`src/rtl/lot_pkg.sv`:
```
`timescale 1ns / 1ps
`default_nettype none
// ----------------------------------------------------------------------------
// LRU order tracker package
// Shared command and error codes, port widths, parameter defaults and the
// result record handed from the order stack to the top level.
// ----------------------------------------------------------------------------
package lot_pkg;

    localparam int DEFAULT_CAPACITY = 16;
    localparam int DEFAULT_KEY_BITS = 32;

    // Widths of the ports, fixed regardless of the parameters.
    localparam int KEY_PORT_BITS    = 32;
    localparam int POPPED_BITS      = 32;
    localparam int COUNT_OUT_BITS   = 5;

    typedef enum logic [1:0] {
        CMD_ADD    = 2'd0,
        CMD_REMOVE = 2'd1,
        CMD_TOUCH  = 2'd2,
        CMD_POP    = 2'd3
    } lot_cmd_t;

    typedef enum logic [2:0] {
        ERR_OK      = 3'd0,
        ERR_ZERO    = 3'd1,
        ERR_PRESENT = 3'd2,
        ERR_ABSENT  = 3'd3,
        ERR_EMPTY   = 3'd4,
        ERR_FULL    = 3'd5
    } lot_err_t;

    typedef struct packed {
        logic [POPPED_BITS-1:0]    popped_key;
        lot_err_t                  error;
        logic [COUNT_OUT_BITS-1:0] count_after;
        logic                      is_empty;
    } lot_result_t;

endpackage
`default_nettype wire

```
`src/rtl/lot_stack.sv`:
```
`timescale 1ns / 1ps
`default_nettype none
// ----------------------------------------------------------------------------
// LRU order stack
// Holds the keys from least recent (slot 0) to most recent, matches a key
// against all held slots in parallel and applies one command per fire.
// ----------------------------------------------------------------------------
module lot_stack
    import lot_pkg::*;
#(
    parameter int CAPACITY = DEFAULT_CAPACITY,
    parameter int KEY_BITS = DEFAULT_KEY_BITS
)
(
    input  wire logic                clk,
    input  wire logic                rst_n,
    input  wire logic                fire,
    input  wire lot_cmd_t            cmd,
    input  wire logic [KEY_BITS-1:0] key,
    output lot_result_t              result
);

    localparam int CW = $clog2(CAPACITY + 1);

    logic [KEY_BITS-1:0] slot_reg [CAPACITY];
    logic [CW-1:0]       count_reg;
    logic [CW-1:0]       count_next;
    logic [CW-1:0]       count_last;

    logic [CAPACITY-1:0] match;
    logic [CAPACITY-1:0] after;
    logic [CAPACITY-1:0] shift_en;
    logic [CAPACITY-1:0] load_en;

    logic     hit;
    logic     key_zero;
    logic     is_full;
    lot_err_t err;
    logic     ok;
    logic     add_ok;
    logic     remove_ok;
    logic     touch_ok;
    logic     pop_ok;

    assign count_last = count_reg - CW'(1);
    assign hit        = |match;
    assign key_zero   = (key == '0);
    assign is_full    = (count_reg >= CW'(CAPACITY));

    for (genvar i = 0; i < CAPACITY; i++) begin : g_slot
        localparam int SRC = (i == CAPACITY - 1) ? i : i + 1;

        assign match[i] = (CW'(i) < count_reg) && (slot_reg[i] == key);
        // A slot at or above the matching one closes the gap left by it.
        assign after[i] = |match[i:0];

        assign load_en[i]  = (add_ok && (CW'(i) == count_reg))
                           || (touch_ok && (CW'(i) == count_last));
        assign shift_en[i] = pop_ok || ((remove_ok || touch_ok) && after[i]);

        always_ff @(posedge clk)
        begin
            if (fire && load_en[i])
            begin
                slot_reg[i] <= key;
            end
            else if (fire && shift_en[i])
            begin
                slot_reg[i] <= slot_reg[SRC];
            end
        end
    end

    always_comb
    begin
        err = ERR_OK;
        unique case (cmd)
            CMD_POP:
            begin
                if (count_reg == '0)
                begin
                    err = ERR_EMPTY;
                end
            end
            CMD_ADD:
            begin
                priority if (key_zero)
                begin
                    err = ERR_ZERO;
                end
                else if (hit)
                begin
                    err = ERR_PRESENT;
                end
                else if (is_full)
                begin
                    err = ERR_FULL;
                end
            end
            CMD_REMOVE, CMD_TOUCH:
            begin
                priority if (key_zero)
                begin
                    err = ERR_ZERO;
                end
                else if (!hit)
                begin
                    err = ERR_ABSENT;
                end
            end
            default:
            begin
                err = ERR_OK;
            end
        endcase
    end

    assign ok        = (err == ERR_OK);
    assign add_ok    = ok && (cmd == CMD_ADD);
    assign remove_ok = ok && (cmd == CMD_REMOVE);
    assign touch_ok  = ok && (cmd == CMD_TOUCH);
    assign pop_ok    = ok && (cmd == CMD_POP);

    always_comb
    begin
        priority if (add_ok)
        begin
            count_next = count_reg + CW'(1);
        end
        else if (pop_ok || remove_ok)
        begin
            count_next = count_last;
        end
        else
        begin
            count_next = count_reg;
        end
    end

    always_ff @(posedge clk or negedge rst_n)
    begin
        if (!rst_n)
        begin
            count_reg <= '0;
        end
        else if (fire)
        begin
            count_reg <= count_next;
        end
    end

    always_comb
    begin
        result.popped_key  = pop_ok ? POPPED_BITS'(slot_reg[0]) : '0;
        result.error       = err;
        result.count_after = COUNT_OUT_BITS'(count_next);
        result.is_empty    = (count_next == '0);
    end

endmodule
`default_nettype wire

```
`src/rtl/lru_order_tracker.sv`:
```
`timescale 1ns / 1ps
`default_nettype none
// A command waits in the input register until the result register is free,
// and the order update lands in the result register when it fires.
// Throughput: one command per cycle while the result channel does not
// stall, set by the parallel key match and slot shift in the order stack.
// Reset clears the entry count and both valid flags; the key slots are
// left as they are and are never read before they are written.
// ----------------------------------------------------------------------------
// LRU order tracker
// Ordered set of distinct nonzero keys with add, remove, touch and pop of
// the least recently used key; one result per command with an error code.
// ----------------------------------------------------------------------------
module lru_order_tracker
    import lot_pkg::*;
#(
    parameter int CAPACITY = DEFAULT_CAPACITY,
    parameter int KEY_BITS = DEFAULT_KEY_BITS
)
(
    input  wire logic                      clk,
    input  wire logic                      rst_n,

    input  wire logic                      req_valid,
    output logic                           req_stall,
    input  wire logic [1:0]                cmd,
    input  wire logic [KEY_PORT_BITS-1:0]  key,

    output logic                           rsp_valid,
    input  wire logic                      rsp_stall,
    output logic [POPPED_BITS-1:0]         popped_key,
    output logic [2:0]                     error_code,
    output logic [COUNT_OUT_BITS-1:0]      count_after,
    output logic                           is_empty
);

    lot_cmd_t            req_cmd_reg;
    logic [KEY_BITS-1:0] req_key_reg;
    logic                stage_valid_reg;
    logic                stage_valid_next;
    logic                rsp_valid_reg;
    logic                rsp_valid_next;
    lot_result_t         rsp_reg;
    lot_result_t         result;

    logic advance;
    logic fire;
    logic accept;

    // The staged command moves on whenever the result register is free or
    // is being emptied in this cycle.
    assign advance   = !rsp_valid_reg || !rsp_stall;
    assign fire      = stage_valid_reg && advance;
    assign req_stall = stage_valid_reg && !advance;
    assign accept    = req_valid && !req_stall;

    always_comb
    begin
        priority if (accept)
        begin
            stage_valid_next = 1'b1;
        end
        else if (fire)
        begin
            stage_valid_next = 1'b0;
        end
        else
        begin
            stage_valid_next = stage_valid_reg;
        end
    end

    assign rsp_valid_next = fire || (rsp_valid_reg && rsp_stall);

    always_ff @(posedge clk or negedge rst_n)
    begin
        if (!rst_n)
        begin
            stage_valid_reg <= 1'b0;
            rsp_valid_reg   <= 1'b0;
        end
        else
        begin
            stage_valid_reg <= stage_valid_next;
            rsp_valid_reg   <= rsp_valid_next;
        end
    end

    always_ff @(posedge clk)
    begin
        if (accept)
        begin
            req_cmd_reg <= lot_cmd_t'(cmd);
            req_key_reg <= KEY_BITS'(key);
        end
        if (fire)
        begin
            rsp_reg <= result;
        end
    end

    lot_stack #(
        .CAPACITY (CAPACITY),
        .KEY_BITS (KEY_BITS)
    ) u_stack (
        .clk    (clk),
        .rst_n  (rst_n),
        .fire   (fire),
        .cmd    (req_cmd_reg),
        .key    (req_key_reg),
        .result (result)
    );

    assign rsp_valid   = rsp_valid_reg;
    assign popped_key  = rsp_reg.popped_key;
    assign error_code  = rsp_reg.error;
    assign count_after = rsp_reg.count_after;
    assign is_empty    = rsp_reg.is_empty;

endmodule
`default_nettype wire

```
`config.mk`:
```
export PLATFORM = sky130hd
export DESIGN_NAME = lru_order_tracker
export DESIGN_NICKNAME = d
export VERILOG_FILES = /design/src/rtl/lot_pkg.sv /design/src/rtl/lot_stack.sv /design/src/rtl/lru_order_tracker.sv
export SDC_FILE = /design/constraint.sdc
export NUM_CORES = 1
export LEC_CHECK = 0
export BUFFER_PORTS_ARGS = -buffer_cell sky130_fd_sc_hd__buf_2
export CORE_AREA = 2 2 191 287
export CTS_BUF_LIST = sky130_fd_sc_hd__clkbuf_16
export CTS_CLUSTER_DIAMETER = 120
export DETAILED_ROUTE_END_ITERATION = 7
export DIE_AREA = 0 0 193 289
export PLACE_DENSITY = 0.78
export SLEW_MARGIN = 0
export SYNTH_ARGS = -nofsm -noshare
export SYNTH_HDL_FRONTEND = slang
export SYNTH_HIERARCHICAL = 1
export SYNTH_SLANG_ARGS = --single-unit
export TNS_END_PERCENT = 20
```
`constraint.sdc`:
```
create_clock -name clk -period 17.8 [get_ports clk]
set_clock_uncertainty 0.15 [all_clocks]
set_input_delay 0.89 -clock clk [delete_from_list [all_inputs] [get_ports clk]]
set_output_delay 0.89 -clock clk [all_outputs]
set_load 0.03 [all_outputs]
```
# --- Word level (Yosys, flattened, before mapping) ---
# Memory sizes are Yosys's and may differ from the RTL's.
# Index checks and enable logic that the tools add are counted.
word_totals:
  regBits: 82
  ramBits: 512
  inputBits: 38
  word_cells: 368
  mem_count: 1
mem_list:
  columns: ["memory", "depth", "width", "rd", "rd_ports_with_merged_regs", "write_ports", "line", "rtl"]
  rows:
  - ["u_stack.slot_reg", 16, 32, 16, 0, 16, "lot_stack.sv:25", "logic [KEY_BITS-1:0] slot_reg [CAPACITY];"]
classes:
  n_addsub: 2
  magnitude_cmp: 17
  n_eq_ne: 49
  muxes: 107
  bitwise_logic: 16
  n_reduce_logical: 167
op_table:
  columns: ["cell", "n"]
  rows:
  - ["== test 32 bit", 16]
  - ["2-to-1 mux 32 bit", 16]
  - ["logical AND 1 bit", 104]
  - ["2-to-1 mux 1 bit", 82]
  - ["== test 4 x 5 -> 1 bit, first input constant", 16]
  - ["== test 3 x 5 -> 1 bit, first input constant", 8]
  - ["less-than comparator 4 x 5 -> 1 bit, first input constant", 8]
  - ["logical OR 1 bit", 36]
  - ["zero test 32 bit", 1]
  - ["== test 2 x 5 -> 1 bit, first input constant", 4]
  - ["less-than comparator 3 x 5 -> 1 bit, first input constant", 4]
  - ["OR 1 bit", 16]
  - ["OR reduction 16 bit", 1]
  - ["zero test 5 bit", 3]
  - ["2-to-1 mux 3 bit", 5]
  - ["OR reduction 15 bit", 1]
  - ["OR reduction 14 bit", 1]
  - ["OR reduction 13 bit", 1]
  - ["OR reduction 12 bit", 1]
  - ["OR reduction 11 bit", 1]
  - ["== test 1 x 5 -> 1 bit, first input constant", 2]
  - ["less-than comparator 1 x 5 -> 1 bit, first input constant", 2]
  - ["less-than comparator 2 x 5 -> 1 bit, first input constant", 2]
  - ["2-to-1 mux 5 bit", 2]
  - ["20 further kinds", 25]

# --- Longest topological paths before layout ---
# An unclocked memory read counts as a cell.
logic_depth:
  ltp_word: 17
  ltp_mapped: 16
  mapped_depth_nobuf: 12

# --- Hierarchy ---
# Netlist, hierarchy kept.
by_module_without_submodules:
  columns: ["module", "instances", "cells_per_inst", "area_each_um2"]
  rows:
  - ["lot_stack", 1, 2169, 29985.0]
  - ["lru_order_tracker", 1, 83, 2344.7]

# --- Worst setup path after synthesis ---
# No wires, ideal clock.
synth_path:
  path_kind: "input to register"
  start: "input port rsp_stall"
  end: "memory u_stack/slot_reg[0][0] in the netlist's numbering (enable)"
  setup_ps: 432
  arrival_time_ps: 6949
  required_time_ps: 17218
  setup_slack_ps: 10269
  cell_stages: 6
  cell_sequence: "a21boi_0 > nand4_2 > buf_6 > buf_4 > buf_1 > a21oi_1"
synth_rtl:
  columns: ["item", "line", "rtl"]
  rows:
  - ["start, declared", "lru_order_tracker.sv:30", "input wire logic rsp_stall,"]
  - ["end, declared", "lot_stack.sv:25", null]

==> summary.md <==
| Metric | Value |
|---|---|
| Status | `completed` |
| Worst path slowest cell | `nor4_1` |
| Design area | `34800 sq um` |
| Seq/Total Area, Yosys | `0.551` |
| Post-Synthesis Cells | `2252` |
| Starting Density | `0.606` |
| Pwr Total | `between 3000 and 4000 uW` |
| Slew Viols, Final | `0` |
| Static leakage | `roughly 0.012 uW` |
| Critical path origin | `req_key_reg[24]$_DFFE_PP_` |
| Yosys warnings | `6` |
| Peak Freq | `171 MHz` |
| Met3 routed WL | `approximately 3.9 mm` |
| Initial drt markers | `approximately 1300` |
| Routability cong. | `between 0.9 and 1` |
| Maximum vdd drop | `~0.000096 V` |
| Cell family with most CP delay | `simple AND/OR/NAND/NOR gates` |
| Clock-pin slew on the worst setup and hold paths | `~0.070 ns` |
| Combinational share of power | `0.164` |
| Setup crit end kind | `flop` |
| Count leader, synth | `edfxtp_1` |
| Routed vias/inst | `between 6 and 7` |
| Max clock buf depth | `3` |
| Post-Layout Cell Count | `around 3000` |
| DRC Markers | `0` |
| R2R Path Start | `req_key_reg[24]$_DFFE_PP_` |
| Die width | `roughly 190 microns` |
| First-pass DRT Iterations | `5` |
| Clock sink count | `594` |
| Crit start category | `flop` |
| Post-cts sizing count | `0` |
| Leading area contributor after synthesis | `edfxtp_1` |
| CTS Buf Count | `57` |
| Met2 wire len | `47.4 mm` |
| Hold Vio Cnt, Final | `0` |
| Fin crit period | `roughly 5.8 ns` |
| Worst hold endpoint | `req_key_reg[24]$_DFFE_PP_` |
| Max-cap check violation count | `0` |
| Worst endpoint required time | `roughly 18 ns` |
| Sw Ratio | `0.281` |
| RSZ-0062 raised after global routing | `no` |
| Ys flop type | `edfxtp_1` |
| Routed WL per cell | `just over 30 microns` |
| Port bufs | `80` |
| Clk pwr share | `0.349` |
| Core Rows | `104` |
| Area Overhead vs Synth | `7.60%` |
| WP buf/inv | `3` |
| Critical-path cell list | `buf_4, xor2_1, nor4_1, nand3_1, a2111oi_4, nor4_4, nand4_4, a211o_1, nand4_2, buf_4, or3b_2, buf_4, mux2_4` |
| Switch Pwr | `approximately 1000 uW` |
| Clock Latency Late Sink | `0.64 ns` |
| Via count | `about 19000` |
| Initial antenna violation count | `4` |
| Finish-stage setup viols | `0` |
| Worst path max stage delay | `around 1.1 ns` |
| Die Ht | `about 290 microns` |
| Dpl hpwl | `62.8 mm` |
| First-pass GRT wire length | `approximately 130 mm` |
| Largest net degree at the start of global routing | `53` |
| Period utilization | `0.328` |
| R2R setup slack | `11.97 ns` |
| Worst slew margin | `0.103` |
| Core area | `approximately 53000 sq um` |
| Sequential Power Share | `0.486` |
| Reg2Reg Depth | `13` |
| Max reg flops | `approximately 500` |
| Placed cell areas | `~33000 sq um` |
| Most used cell, CP | `buf_4` |
| CTS tree | `done` |
| Crit Path Max Fanout | `33` |
| Most frequent cells after synthesis | `587 x edfxtp_1, 456 x xor2_1, 359 x mux2_2` |
| Syn Nets | `roughly 2300` |
| Met1 wire length | `29.0 mm` |
| Yosys reg bits | `about 590` |
| GRT Total Usage | `0.331` |
| Final setup TNS | `0 ns` |
| CTS H-tree lvls | `2` |
| CP Class | `reg2reg` |
| Antenna Nets Post-Route | `0` |
| Post-Syn Area per Cell | `~14 sq um` |
| HP Class | `in2reg` |
| Worst hold path cell count | `1` |
| Nets | `about 2300` |
| Critical Path AT | `~6.1 ns` |
| Filler cells | `just under 4000` |
| Post-synth EDFFs | `587` |
| Slew @ Worst Pin | `1.33 ns` |
| PwrDens | `102 nW/um^2` |
| Reg-to-reg critical path endpoint | `u_stack/slot_reg[0][9]$_DFFE_PP_` |
| Area fraction of the dominant cell type after synthesis | `0.545` |
| Hold Buf Count CTS | `1` |
| Share of cells above drive strength 1 | `0.297` |
| Internal Power | `2560 uW` |
| Placed cells | `between 2000 and 3000` |
| CTS Root Cell | `clkbuf_16` |
| DRT Wirelength | `90.7 mm` |
| Post-CTS Setup Bufs | `0` |
| I/O pins | `a little over 80` |
| Worst hold path startpoint | `key[24]` |
| Synth unique cells | `75` |
| Leading post-synthesis cells by cell area | `edfxtp_1 55%, mux2_2 13%, xor2_1 12%, mux2_1 3.2%, nor4_1 2.2%` |
| Worst path depth | `13` |
| Synthesized area | `approximately 32000 sq um` |
| Vias in the first global route | `20058` |
| Top Layer Used | `met5` |
| DIE AREA | `55800 sq um` |
| Async set-reset flop share out of synthesis | `0.0118` |
| GRT Residual Overflow | `0` |
## layer usage
layer | up-vias | global-route usage
li1 | 8356 | -
met1 | 9618 | 0.320
met2 | 664 | 0.592
met3 | 331 | 0.0502
met4 | 4 | 0.314
met5 | - | 0
## power by group through the flow
stage / logic, uW / registers (uW) / clock network [uW]
after CTS: 581 / 1730 / 1260
after global placement: 567 / 1760 / 0
after floorplan: 418 / 1740 / 0
after global routing: 623 / 1740 / 1310
after detailed placement: 576 / 1760 / 0
final: 585 / 1730 / 1240
## cell usage in the layout, fill, tap and decap left out, types with 24 or more instances in the layout
master / count
mux2_4: 30
buf_2: 80
nor2_1: 36
xor2_1: 456
nand4_1: 33
mux2_1: 93
buf_4: 61
clkbuf_16: 57
and3_1: 35
mux2_2: 359
nor4_1: 114
xnor2_1: 62
edfxtp_1: 587
nand2_1: 25
nand3_1: 24
## worst max-delay path by stage
stage | slack, ns | to
after floorplan | 10.27 | u_stack/slot_reg[0][0]$_DFFE_PP_
after global placement | 12.55 | u_stack/slot_reg[0][6]$_DFFE_PP_
after detailed placement | 12.50 | u_stack/slot_reg[0][31]$_DFFE_PP_
after CTS | 12.46 | u_stack/slot_reg[1][209]$_DFFE_PP_
after global routing | 11.95 | u_stack/slot_reg[0][14]$_DFFE_PP_
final | 11.97 | u_stack/slot_reg[0][9]$_DFFE_PP_
## through the flow
stage | util | setup slack, ns | hold WS [ns]
floorplan | - | 10.27 | 0.271
global placement | 0.616 | 12.55 | 0.339
detailed placement | 0.616 | 12.50 | 0.359
CTS | 0.652 | 12.46 | 0.239
global route | 0.652 | 11.95 | 0.256
finish | 0.652 | 11.97 | 0.274
## cell type report
class | count | area, sq um | share of cell area
antenna | 1 | 2.50 | 0.0000719
sequential | 594 | 17800 | 0.512
multi-input combinational | 1448 | 13300 | 0.382
clock buffer | 57 | 1430 | 0.0410
tap | 689 | 862 | 0.0248
inverter | 14 | 52.6 | 0.00151
timing repair buffer | 142 | 868 | 0.0250
clock inverter | 45 | 470 | 0.0135
## kinds of logic after synthesis
kind of cell,share of synthesized area
buf+inv,0.0435
xor+xnor,0.140
flops,0.551
mux,0.171
compound gates,0.0209
fa+ha+maj,0.00426
simple gates,0.0690
No activity file was read; power rests on OpenSTA's default activity.
